File: config.mk
export PLATFORM = sky130hd
export DESIGN_NAME = mic_dc_gain_clip_agc
export DESIGN_NICKNAME = d
export VERILOG_FILES = /design/src/hdl/mgc_pkg.sv /design/src/hdl/mic_dc_gain_clip_agc.sv /design/src/hdl/mgc_cond.sv /design/src/hdl/mgc_agc.sv /design/src/hdl/mgc_out.sv
export SDC_FILE = /design/constraint.sdc
export NUM_CORES = 1
export LEC_CHECK = 0
export BUFFER_PORTS_ARGS = -buffer_cell sky130_fd_sc_hd__buf_2
export CORE_UTILIZATION = 59
export DETAILED_ROUTE_END_ITERATION = 7
export HOLD_SLACK_MARGIN = 0.05
export PLACE_DENSITY_LB_ADDON = 0.1
export SLEW_MARGIN = 10
export SYNTH_ARGS = -nofsm -noshare
export SYNTH_HDL_FRONTEND = slang
export SYNTH_HIERARCHICAL = 1
export SYNTH_SLANG_ARGS = --single-unit
File: constraint.sdc
create_clock -name clk -period 6.86 [get_ports clk]
set_input_delay 1.029 -clock clk [delete_from_list [all_inputs] [get_ports clk]]
set_output_delay 1.029 -clock clk [all_outputs]
set_load 0.1 [all_outputs]
File: src/hdl/mgc_pkg.sv
// mgc_pkg: shared types, widths and constants for the microphone DC removal,
// gain, clip and gain control block. No dependencies.
package mgc_pkg;

	localparam int SAMPLE_BITS    = 16;
	localparam int DC_BITS        = 16;
	localparam int GAIN_BITS      = 10;
	localparam int SKIP_BITS      = 8;
	localparam int CFG_DATA_BITS  = 16;
	localparam int CFG_INDEX_BITS = 2;

	// magnitude of raw minus offset
	localparam int DIFF_BITS   = (SAMPLE_BITS > DC_BITS) ? SAMPLE_BITS : DC_BITS;
	localparam int PROD_BITS   = DIFF_BITS + GAIN_BITS;
	// magnitude of an unclipped product always fits here
	localparam int QMAG_BITS   = SAMPLE_BITS + 6;
	localparam int RECIP_SHIFT = QMAG_BITS + 7;
	localparam int GAIN_DIV    = 100;

	localparam logic [DC_BITS-1:0]   DC_OFFSET_RST = DC_BITS'(11000);
	localparam logic [GAIN_BITS-1:0] START_GAIN_RST = GAIN_BITS'(300);
	localparam logic [SKIP_BITS-1:0] SKIP_FRAMES_RST = SKIP_BITS'(2);
	localparam logic [GAIN_BITS-1:0] GAIN_FLOOR = GAIN_BITS'(GAIN_DIV);
	localparam logic [SKIP_BITS-1:0] FRAMES_MAX = {SKIP_BITS{1'b1}};

	typedef enum logic [CFG_INDEX_BITS-1:0] {
		REG_DC_OFFSET   = 2'd0,
		REG_START_GAIN  = 2'd1,
		REG_SKIP_FRAMES = 2'd2
	} cfg_reg_t;

	typedef struct packed {
		logic signed [SAMPLE_BITS-1:0] raw_sample;
		logic                          frame_end;
	} sample_t;

	typedef struct packed {
		logic signed [SAMPLE_BITS-1:0] clean_sample;
		logic                          clipped;
		logic                          frame_last;
		logic [GAIN_BITS-1:0]          gain_used;
	} result_t;

	typedef struct packed {
		logic                 neg;
		logic [DIFF_BITS-1:0] mag;
		logic                 last;
	} diff_t;

	typedef struct packed {
		logic                 neg;
		logic                 clip;
		logic [QMAG_BITS-1:0] mag;
		logic                 last;
		logic [GAIN_BITS-1:0] gain;
	} prod_t;

endpackage

File: src/hdl/mic_dc_gain_clip_agc.sv
// mic_dc_gain_clip_agc: top level of the microphone conditioning block.
// Depends on mgc_pkg, mgc_cond, mgc_agc and mgc_out.
//
//   channel  direction  handshake                  payload
//   cfg      in         cfg_valid / cfg_ready      cfg_index, cfg_data
//   sample   in         sample_valid / sample_ready  sample (sample_t)
//   result   out        result_valid / result_ready  result (result_t)
//
// One item per cycle sustained; three register stages (offset, multiply/clip,
// divide/saturate) lie between an accepted item and its result_valid.
// Items from skipped frames give no result. Reset clears the config registers
// to their defaults and empties all stages. A stall on result backs up stage
// by stage; sample_ready drops only when every stage is full.
module mic_dc_gain_clip_agc import mgc_pkg::*; (
	input  logic                      clk,
	input  logic                      arst_n,
	input  logic                      cfg_valid,
	output logic                      cfg_ready,
	input  logic [CFG_INDEX_BITS-1:0] cfg_index,
	input  logic [CFG_DATA_BITS-1:0]  cfg_data,
	input  logic                      sample_valid,
	output logic                      sample_ready,
	input  sample_t                   sample,
	output logic                      result_valid,
	input  logic                      result_ready,
	output result_t                   result
);

	logic signed [DC_BITS-1:0] dc_offset;
	diff_t                     diff;
	logic                      diff_valid;
	logic                      diff_ready;
	prod_t                     prod;
	logic                      prod_valid;
	logic                      prod_ready;

	mgc_cond u_cond (
		.clk          (clk),
		.arst_n       (arst_n),
		.dc_offset    (dc_offset),
		.sample       (sample),
		.sample_valid (sample_valid),
		.sample_ready (sample_ready),
		.diff         (diff),
		.diff_valid   (diff_valid),
		.diff_ready   (diff_ready)
	);

	mgc_agc u_agc (
		.clk        (clk),
		.arst_n     (arst_n),
		.cfg_valid  (cfg_valid),
		.cfg_ready  (cfg_ready),
		.cfg_index  (cfg_index),
		.cfg_data   (cfg_data),
		.dc_offset  (dc_offset),
		.diff       (diff),
		.diff_valid (diff_valid),
		.diff_ready (diff_ready),
		.prod       (prod),
		.prod_valid (prod_valid),
		.prod_ready (prod_ready)
	);

	mgc_out u_out (
		.clk          (clk),
		.arst_n       (arst_n),
		.prod         (prod),
		.prod_valid   (prod_valid),
		.prod_ready   (prod_ready),
		.result       (result),
		.result_valid (result_valid),
		.result_ready (result_ready)
	);

endmodule

File: src/hdl/mgc_cond.sv
// mgc_cond: input stage. Removes the DC offset and registers sign and
// magnitude of the difference. Uses mgc_pkg.
module mgc_cond import mgc_pkg::*; (
	input  logic                      clk,
	input  logic                      arst_n,
	input  logic signed [DC_BITS-1:0] dc_offset,
	input  sample_t                   sample,
	input  logic                      sample_valid,
	output logic                      sample_ready,
	output diff_t                     diff,
	output logic                      diff_valid,
	input  logic                      diff_ready
);

	logic signed [DIFF_BITS:0] raw_x;
	logic signed [DIFF_BITS:0] dc_x;
	logic signed [DIFF_BITS:0] d;
	logic [DIFF_BITS:0]        neg_d;
	logic                      valid_s1;
	diff_t                     diff_s1;

	assign raw_x = (DIFF_BITS+1)'(sample.raw_sample);
	assign dc_x  = (DIFF_BITS+1)'(dc_offset);
	assign d     = raw_x - dc_x;
	assign neg_d = -d;

	assign sample_ready = !valid_s1 || diff_ready;

	always_ff @(posedge clk or negedge arst_n) begin
		if (!arst_n) begin
			valid_s1 <= 1'b0;
		end else if (sample_ready) begin
			valid_s1 <= sample_valid;
		end
	end

	always_ff @(posedge clk) begin
		if (sample_valid && sample_ready) begin
			diff_s1.neg  <= d[DIFF_BITS];
			diff_s1.mag  <= d[DIFF_BITS] ? neg_d[DIFF_BITS-1:0] : d[DIFF_BITS-1:0];
			diff_s1.last <= sample.frame_end;
		end
	end

	assign diff       = diff_s1;
	assign diff_valid = valid_s1;

endmodule

File: src/hdl/mgc_agc.sv
// mgc_agc: configuration registers, frame skip, gain multiply, clip detect and
// per-frame gain decrement. Uses mgc_pkg.
module mgc_agc import mgc_pkg::*; (
	input  logic                      clk,
	input  logic                      arst_n,
	input  logic                      cfg_valid,
	output logic                      cfg_ready,
	input  logic [CFG_INDEX_BITS-1:0] cfg_index,
	input  logic [CFG_DATA_BITS-1:0]  cfg_data,
	output logic signed [DC_BITS-1:0] dc_offset,
	input  diff_t                     diff,
	input  logic                      diff_valid,
	output logic                      diff_ready,
	output prod_t                     prod,
	output logic                      prod_valid,
	input  logic                      prod_ready
);

	localparam logic [PROD_BITS-1:0] HALF_RANGE = PROD_BITS'(1) << (SAMPLE_BITS - 1);
	localparam logic [PROD_BITS-1:0] POS_LIM = HALF_RANGE * PROD_BITS'(GAIN_DIV);
	localparam logic [PROD_BITS-1:0] NEG_LIM = POS_LIM + PROD_BITS'(GAIN_DIV);

	logic [DC_BITS-1:0]   dc_offset_q;
	logic [SKIP_BITS-1:0] skip_q;
	logic [GAIN_BITS-1:0] gain_q;
	logic [SKIP_BITS-1:0] frames_q;
	logic                 clip_seen_q;
	logic                 valid_s2;
	prod_t                prod_s2;

	logic                 drop;
	logic                 fire;
	logic [PROD_BITS-1:0] p;
	logic                 clip;

	assign cfg_ready = 1'b1;
	assign dc_offset = dc_offset_q;

	assign drop       = frames_q < skip_q;
	assign diff_ready = drop || !valid_s2 || prod_ready;
	assign fire       = diff_valid && diff_ready;

	assign p    = PROD_BITS'(diff.mag) * PROD_BITS'(gain_q);
	assign clip = diff.neg ? (p >= NEG_LIM) : (p >= POS_LIM);

	always_ff @(posedge clk or negedge arst_n) begin
		if (!arst_n) begin
			dc_offset_q <= DC_OFFSET_RST;
			skip_q      <= SKIP_FRAMES_RST;
			gain_q      <= START_GAIN_RST;
			frames_q    <= '0;
			clip_seen_q <= 1'b0;
		end else if (cfg_valid && cfg_ready) begin
			case (cfg_reg_t'(cfg_index))
				REG_DC_OFFSET: begin
					dc_offset_q <= cfg_data[DC_BITS-1:0];
				end
				REG_START_GAIN: begin
					gain_q <= cfg_data[GAIN_BITS-1:0];
				end
				REG_SKIP_FRAMES: begin
					skip_q <= cfg_data[SKIP_BITS-1:0];
				end
				default: begin
				end
			endcase
		end else if (fire) begin
			if (diff.last && frames_q != FRAMES_MAX) begin
				frames_q <= frames_q + SKIP_BITS'(1);
			end
			if (!drop) begin
				if (diff.last) begin
					clip_seen_q <= 1'b0;
					if ((clip_seen_q || clip) && gain_q > GAIN_FLOOR) begin
						gain_q <= gain_q - GAIN_BITS'(1);
					end
				end else if (clip) begin
					clip_seen_q <= 1'b1;
				end
			end
		end
	end

	always_ff @(posedge clk or negedge arst_n) begin
		if (!arst_n) begin
			valid_s2 <= 1'b0;
		end else if (fire && !drop) begin
			valid_s2 <= 1'b1;
		end else if (prod_ready) begin
			valid_s2 <= 1'b0;
		end
	end

	always_ff @(posedge clk) begin
		if (fire && !drop) begin
			prod_s2.neg  <= diff.neg;
			prod_s2.clip <= clip;
			prod_s2.mag  <= p[QMAG_BITS-1:0];
			prod_s2.last <= diff.last;
			prod_s2.gain <= gain_q;
		end
	end

	assign prod       = prod_s2;
	assign prod_valid = valid_s2;

endmodule

File: src/hdl/mgc_out.sv
// mgc_out: divide by 100 through a reciprocal multiply, saturate, and hold the
// result item in the output register. Uses mgc_pkg.
module mgc_out import mgc_pkg::*; (
	input  logic    clk,
	input  logic    arst_n,
	input  prod_t   prod,
	input  logic    prod_valid,
	output logic    prod_ready,
	output result_t result,
	output logic    result_valid,
	input  logic    result_ready
);

	localparam logic [63:0] RECIP_FULL =
		((64'd1 << RECIP_SHIFT) + 64'(GAIN_DIV - 1)) / 64'(GAIN_DIV);
	localparam logic [QMAG_BITS:0] RECIP = RECIP_FULL[QMAG_BITS:0];
	localparam logic [SAMPLE_BITS-1:0] SAT_HI = {1'b0, {(SAMPLE_BITS-1){1'b1}}};
	localparam logic [SAMPLE_BITS-1:0] SAT_LO = ~SAT_HI;

	logic [2*QMAG_BITS:0]   qprod;
	logic [SAMPLE_BITS-1:0] q;
	logic [SAMPLE_BITS-1:0] val;
	logic                   valid_q;
	result_t                result_q;

	assign qprod = (2*QMAG_BITS+1)'(prod.mag) * (2*QMAG_BITS+1)'(RECIP);
	assign q     = qprod[2*QMAG_BITS:RECIP_SHIFT];

	always_comb begin
		if (prod.clip) begin
			val = prod.neg ? SAT_LO : SAT_HI;
		end else begin
			val = prod.neg ? -q : q;
		end
	end

	assign prod_ready = !valid_q || result_ready;

	always_ff @(posedge clk or negedge arst_n) begin
		if (!arst_n) begin
			valid_q <= 1'b0;
		end else if (prod_ready) begin
			valid_q <= prod_valid;
		end
	end

	always_ff @(posedge clk) begin
		if (prod_valid && prod_ready) begin
			result_q.clean_sample <= val;
			result_q.clipped      <= prod.clip;
			result_q.frame_last   <= prod.last;
			result_q.gain_used    <= prod.gain;
		end
	end

	assign result       = result_q;
	assign result_valid = valid_q;

endmodule
=== Yosys cells after proc, flatten, opt, wreduce, memory -nomap -nowiden ===
Index checks and enable logic that the tools add are counted.

* Add/subtract/negate cells: 5
* Multipliers: 2
* Magnitude comparators: 4
* Eq/ne operators: 5
* Muxes and demuxes: 15
* Bitwise operators: 2
* Reductions and logical operators: 26

{| class="wikitable"
|+ Operator list
! kind !! number
|-
| 16-bit 2-to-1 mux || 4
|-
| 10-bit 2-to-1 mux || 6
|-
| 26-bit by 22-bit greater-or-equal comparator with 1-bit output, second input constant || 2
|-
| 22-bit by 22-bit multiplier with 44-bit output, second input constant || 1
|-
| 16-bit negator || 2
|-
| 16-bit by 10-bit multiplier with 26-bit output || 1
|-
| 16-bit by 16-bit subtractor with 17-bit output || 1
|-
| 10-bit by 7-bit greater-than comparator with 1-bit output, second input constant || 1
|-
| 2-bit nonzero test || 5
|-
| 10-bit by 1-bit subtractor with 10-bit output, second input constant || 1
|-
| 8-bit by 1-bit adder with 8-bit output, second input constant || 1
|-
| 8-bit less-than comparator || 1
|-
| 8-bit inequality test, second input constant || 1
|-
| 1-bit logical AND || 6
|-
| 1-bit logical OR || 5
|-
| 1-bit 2-to-1 mux || 5
|-
| 5-bit AND reduction || 1
|-
| 1-bit logical NOT || 4
|-
| 2-bit AND reduction || 2
|-
| 4-bit AND reduction || 1
|-
| 3-bit AND reduction || 1
|-
| 2-bit by 1-bit == test with 1-bit output, second input constant || 1
|-
| 2-bit == test, second input constant || 1
|-
| 2-bit logical NOT || 1
|-
| 3 further kinds || 4
|}

* Flip-flop bits (word level): 127
* Bits of input ports: 40
* Output and inout bits: 31
* Logic and storage cells: 79

=== Longest topological paths before layout ===
* Word-level depth: 10
* Mapped depth: 26
* Depth with buffers taken out: 26

=== Cells and area by module ===
The synthesis kept the hierarchy.

{| class="wikitable"
|+ By module, submodules not included
! module !! instances !! cells an instance !! area an instance (µm²) !! sequential area each (µm²)
|-
| mgc_out || 1 || 1143 || 10913.0 || 865.8
|-
| mgc_agc || 1 || 926 || 8989.9 || 2168.3
|-
| mgc_cond || 1 || 195 || 1789.2 || 565.5
|}

=== Worst setup path after synthesis ===
OpenSTA, ideal clock, no wires.

* Path kind: flip-flop to flip-flop
* Start point: reg u_agc.prod_s2 (netlist bit u_agc/prod[25])
* End point: reg u_out.result_q (netlist bit u_out/result[26]) (data pin)
* Setup time: 0.258 ns
* Arrival time: 6.908 ns
* Required time: 6.602 ns
* Setup slack: -0.306 ns
* Stages on the path, launching flop included: 25
* Path buffers: 0
* Period minus slack after synthesis: 7.166 ns
* Cells stage by stage: edfxtp_1 > ha_1 > inv_1 > fa_1 > fa_1 > inv_1 > fa_1 > fa_1 > fa_1 > inv_1 > fa_1 > inv_1 > ha_1 > nand4_1 > or3_1 > o21bai_4 > a211o_1 > o2111a_1 > inv_1 > ha_1 > nand3b_1 > nor4_2 > nand4b_1 > o41a_1 > xnor2_1

* Cells in the longest elaborated chain, start to end: 4

{| class="wikitable"
|+ Ends and longest elaborated chain
! item !! RTL line !! text
|-
| start: declaration || mgc_agc.sv:29 || <nowiki>prod_t prod_s2;</nowiki>
|-
| 22-bit by 22-bit multiplier with 44-bit output * || mgc_out.sv:26 || <nowiki>assign qprod = (2*QMAG_BITS+1)'(prod.mag) * (2*QMAG_BITS+1)'(RECIP);</nowiki>
|-
| 16-bit negator || mgc_out.sv:33 || <nowiki>val = prod.neg ? -q : q;</nowiki>
|-
| 16-bit 2-to-1 mux * || mgc_out.sv:33 ||
|-
| 16-bit 2-to-1 mux * || mgc_out.sv:30 || <nowiki>if (prod.clip) begin</nowiki>
|-
| named net u_out.val[14] || mgc_out.sv:22 || <nowiki>logic [SAMPLE_BITS-1:0] val;</nowiki>
|-
| end: declaration || mgc_out.sv:24 || <nowiki>result_t result_q;</nowiki>
|}

Mark *: on every way through the listed nets, which the timed path passes. The rest lies on a longest branch.
A chain may end at the register's enable or synchronous reset.

=== Worst setup path after layout ===
* Start point: reg u_agc.prod_s2 (netlist bit u_agc/prod[21])
* End point: reg u_out.result_q (netlist bit u_out/result[26]) (data pin)

Same word-level chain as after synthesis.

==> flow_summary.yaml <==
outcome:
  status: "complete, but fails checks"
  violations: "negative setup slack"
global_route:
  grt_remaining_overflow: 0
  grt_pass1_vias: 18199
  grt_usage_pct: 30.2
  grt_max_degree: 47
  grt_pass1_wl_mm: 89.6
  antenna_found_initial: 0
logic_synthesis:
  seq_area_frac_synth_pct: 16.6
  synth-compound-area-share_pct: 11.0
  synth_top_flop_cell: "edfxtp_1"
  synth_top_family_by_area: "adder cells"
  syn_area_per_cell_um2: 9.58
  synth-xor-area-share_pct: 2.39
  yosysWarnings: 6
  synth_edf_count: 81
  synth.mux.area_fraction_pct: 1.96
  yosys.cell_types.count: 103
  syn_inst: 2264
  syn-num-nets: 2919
  synth-adder-area-share_pct: 45.5
  syn_area_um2: 21700
  synth-simple-area-share_pct: 12.4
  postSynth.asyncResetShare_pct: 36.2
  ys_ff_latch: 127
timing:
  clock-skew-final_ns: 0.0153
  rsz0062_at_grt: "yes"
  timing.final.max_slew_violations: 0
  setup_slack_ns: -0.150
  fmax_mhz: 143
  period_minus_slack_ns: 7.01
  finalSetupViolations: 2
  maxSlewHeadroom_pct: 40.9
  period_share_pct: 102
  worst-slew-pin-transition_ns: 0.887
  setup_tns_ns: -0.188
  hold_viol: 0
placed_design:
  placed_cell_area_um2: 23800
  io_buffers: 69
  hpwl_mm: 45.8
  gp_congestion: 0.976
cells_and_area:
  drive_gt1_share_pct: 18.7
  fillers: 2794
  areaGrowthSynthToFinish_pct: 15.3
  n_antenna_cell: 0
  fin_area_um2: 25000
  fin_util_pct: 69.6
  nets: 3133
worst_setup_path:
  rr_worst_depth: 24
  critPathKind: "register to register"
  required_ns: 7.04
  end_kind: "register"
  crit_chain: "buf_6, buf_4, fa_1, ha_1, inv_1, fa_1, inv_1, fa_1, fa_1, fa_1, ha_1, ha_1, buf_4, and4_2, and4_4, o211ai_1, nand2_1, o22ai_1, buf_4, o21ai_1, xnor2_1, nand2_1, o41a_1, xnor2_1"
  crit_arrival_ns: 7.19
  crit_top_cell: "fa_1"
  cpMaxStageDelayCell: "fa_1"
  cpPeakStageDelay_ns: 0.55
  cp_max_fo: 5
  startpoint_type: "register"
die:
  num_io_pins: 71
  die_w_um: 194
  core-area_um2: 35900
  placement_rows: 69
  start_util_pct: 60.4
  die_h_um: 194
  die_area_um2: 37500
clock_tree:
  htree_levels: 4
  cts_inserted_buffers: 17
  cts-root-buf: "clkbuf_16"
  cts_sinks: 127
  clk_pin_slew_ns: 0.07
  cts.path.max_buffers: 2
  cts_tree: "yes"
  worstSkewPairLatency_ns: 0.44
  holdBufCountCts: 0
detailed_routing:
  drt_iter0_drc: 845
  post_drt_wl_per_cell_um: 18.4
  drt_wl_total_mm: 54.3
  drtPass1Iterations: 5
  drc: 0
  vias: 16718
  route.antenna.remaining_nets: 0
  vias_per_cell: 5.66
min_path:
  whs_path_depth: 0
  hp-class: "register to register"
job:
  maxCapViolations: 0
==> worst max-delay path, delay by kind of cell, from the launching register on <==
kind / cells / cell delay [ns]
AO/OA/AOI/OAI: 4 / 0.93
XOR/XNOR: 2 / 0.32
adder cells (fa/ha/maj): 8 / 3.39
buffers and inverters: 6 / 0.76
flip-flops: 1 / 0.50
AND/OR/NAND/NOR: 4 / 0.86
==> final timing paths <==
path                                          start                         endpoint  slack, ns
max                        u_agc/prod[21]$_DFFE_PP_       u_out/result[26]$_DFFE_PP_      -0.15
min                         u_agc/prod[4]$_DFFE_PP_        u_out/result[4]$_DFFE_PP_       0.42
max reg2reg                u_agc/prod[21]$_DFFE_PP_       u_out/result[26]$_DFFE_PP_      -0.15
min reg2reg                 u_agc/prod[4]$_DFFE_PP_        u_out/result[4]$_DFFE_PP_       0.42
max in group asynchronous                    arst_n  u_agc/dc_offset[14]$_DFFE_PN0P_       5.73
min in group asynchronous                    arst_n    u_cond/diff_valid$_DFFE_PN0N_       0.68
==> layout make-up <==
class / count / area [um^2] / share of cell area, %
Multi-Input combinational cell: 1561 / 16500 / 65.9
Sequential cell: 127 / 3600 / 14.4
Inverter: 504 / 1890 / 7.56
Timing Repair Buffer: 267 / 1860 / 7.43
Tap cell: 461 / 577 / 2.31
Clock buffer: 17 / 425 / 1.70
Clock inverter: 15 / 163 / 0.650
==> cell usage in the layout (no fill, tap or decap), types with 27 or more instances in the layout <==
cell,count
inv_1,495
ha_1,300
fa_1,286
buf_4,193
nand2_1,159
and2_1,95
edfxtp_1,81
a21oi_1,75
buf_2,69
nor2_1,63
o21ai_0,45
xnor2_1,41
dfrtp_1,33
nor3_1,28
mux2_2,27
==> cells by family (layout without fill, tap and decap cells) <==
| kind of cell | after synthesis | count (layout) |
|---|---|---|
| other | 1 | 1 |
| flip-flops | 127 | 127 |
| multiplexers | 39 | 39 |
| adder cells (fa/ha/maj) | 615 | 615 |
| buffers and inverters | 576 | 803 |
| AO/OA/AOI/OAI | 340 | 340 |
| AND/OR/NAND/NOR | 509 | 509 |
| XOR/XNOR | 57 | 57 |
==> cell usage after synthesis, drive strengths merged (5+ instances only) <==
master,count,share of area (%)
inv,503,8.7
ha,326,19
fa,289,27
nand2,163,2.8
and2,97,2.8
a21oi,87,2.1
edfxtp,81,11
nor2,65,1.1
o21ai,65,1.6
clkbuf,62,1.1
xnor2,43,1.8
nor3,35,0.83
dfrtp,33,3.8
mux2,27,1.4
nand3,24,0.55
a21o,22,0.78
nand4,22,0.63
nand2b,21,0.61
and3,18,0.58
o211ai,17,0.59
a211oi,14,0.54
xor2,14,0.57
dfstp,13,1.6
a31oi,12,0.35
mux2i,12,0.55
nor4,11,0.40
o21bai,11,0.43
and4,10,0.42
buf,10,0.32
o31ai,10,0.35
o2bb2ai,8,0.32
or3,8,0.23
a21boi,7,0.29
o22ai,7,0.20
nor3b,6,0.21
o2111ai,6,0.24
o21a,6,0.21
o221ai,6,0.24
or2,6,0.17
a211o,5,0.20
o211a,5,0.23
o311ai,5,0.20
or4,5,0.21
==> per-stage QoR <==
stage	instances	setup WS (ns)	hold WS [ns]
6_report	2952	-0.150	0.416
5_1_grt	2952	-0.351	0.434
4_1_cts	2943	-0.0630	0.418
3_5_place_dp	2907	-0.194	0.405
3_3_place_gp	2907	-0.111	0.406
2_1_floorplan	2264	0.00332	0.400
==> flip-flops by register name, indices dropped and copies added, names as in the netlist <==
signal and count:
u_agc/clip_seen_q 1, u_agc/dc_offset 16, u_agc/frames_q 8, u_agc/gain_q 10, u_agc/prod 35, u_agc/prod_valid 1
u_agc/skip_q 8, u_cond/diff 18, u_cond/diff_valid 1, u_out/result 28, u_out/result_valid 1
==> metal layers <==
layer  global-route usage (%)  routed length, um  vias to the layer above
met2                     56.3              28600                      416
met1                     34.9              21700                     8292
met3                     3.91               2030                      112
met4                     11.6               2020                        0
li1                         -                  -                     7898
met5                        0                  0                        -
==> timing repair <==
item	CTS	global route
pin swaps	9	23
buffers inserted	4	9
resized for setup	21	85
gates cloned	0	0
endpoints found under the setup margin	7	15
Power is not shown: default switching activity piles up to over one toggle a cycle in this logic, so the estimate is an artifact.
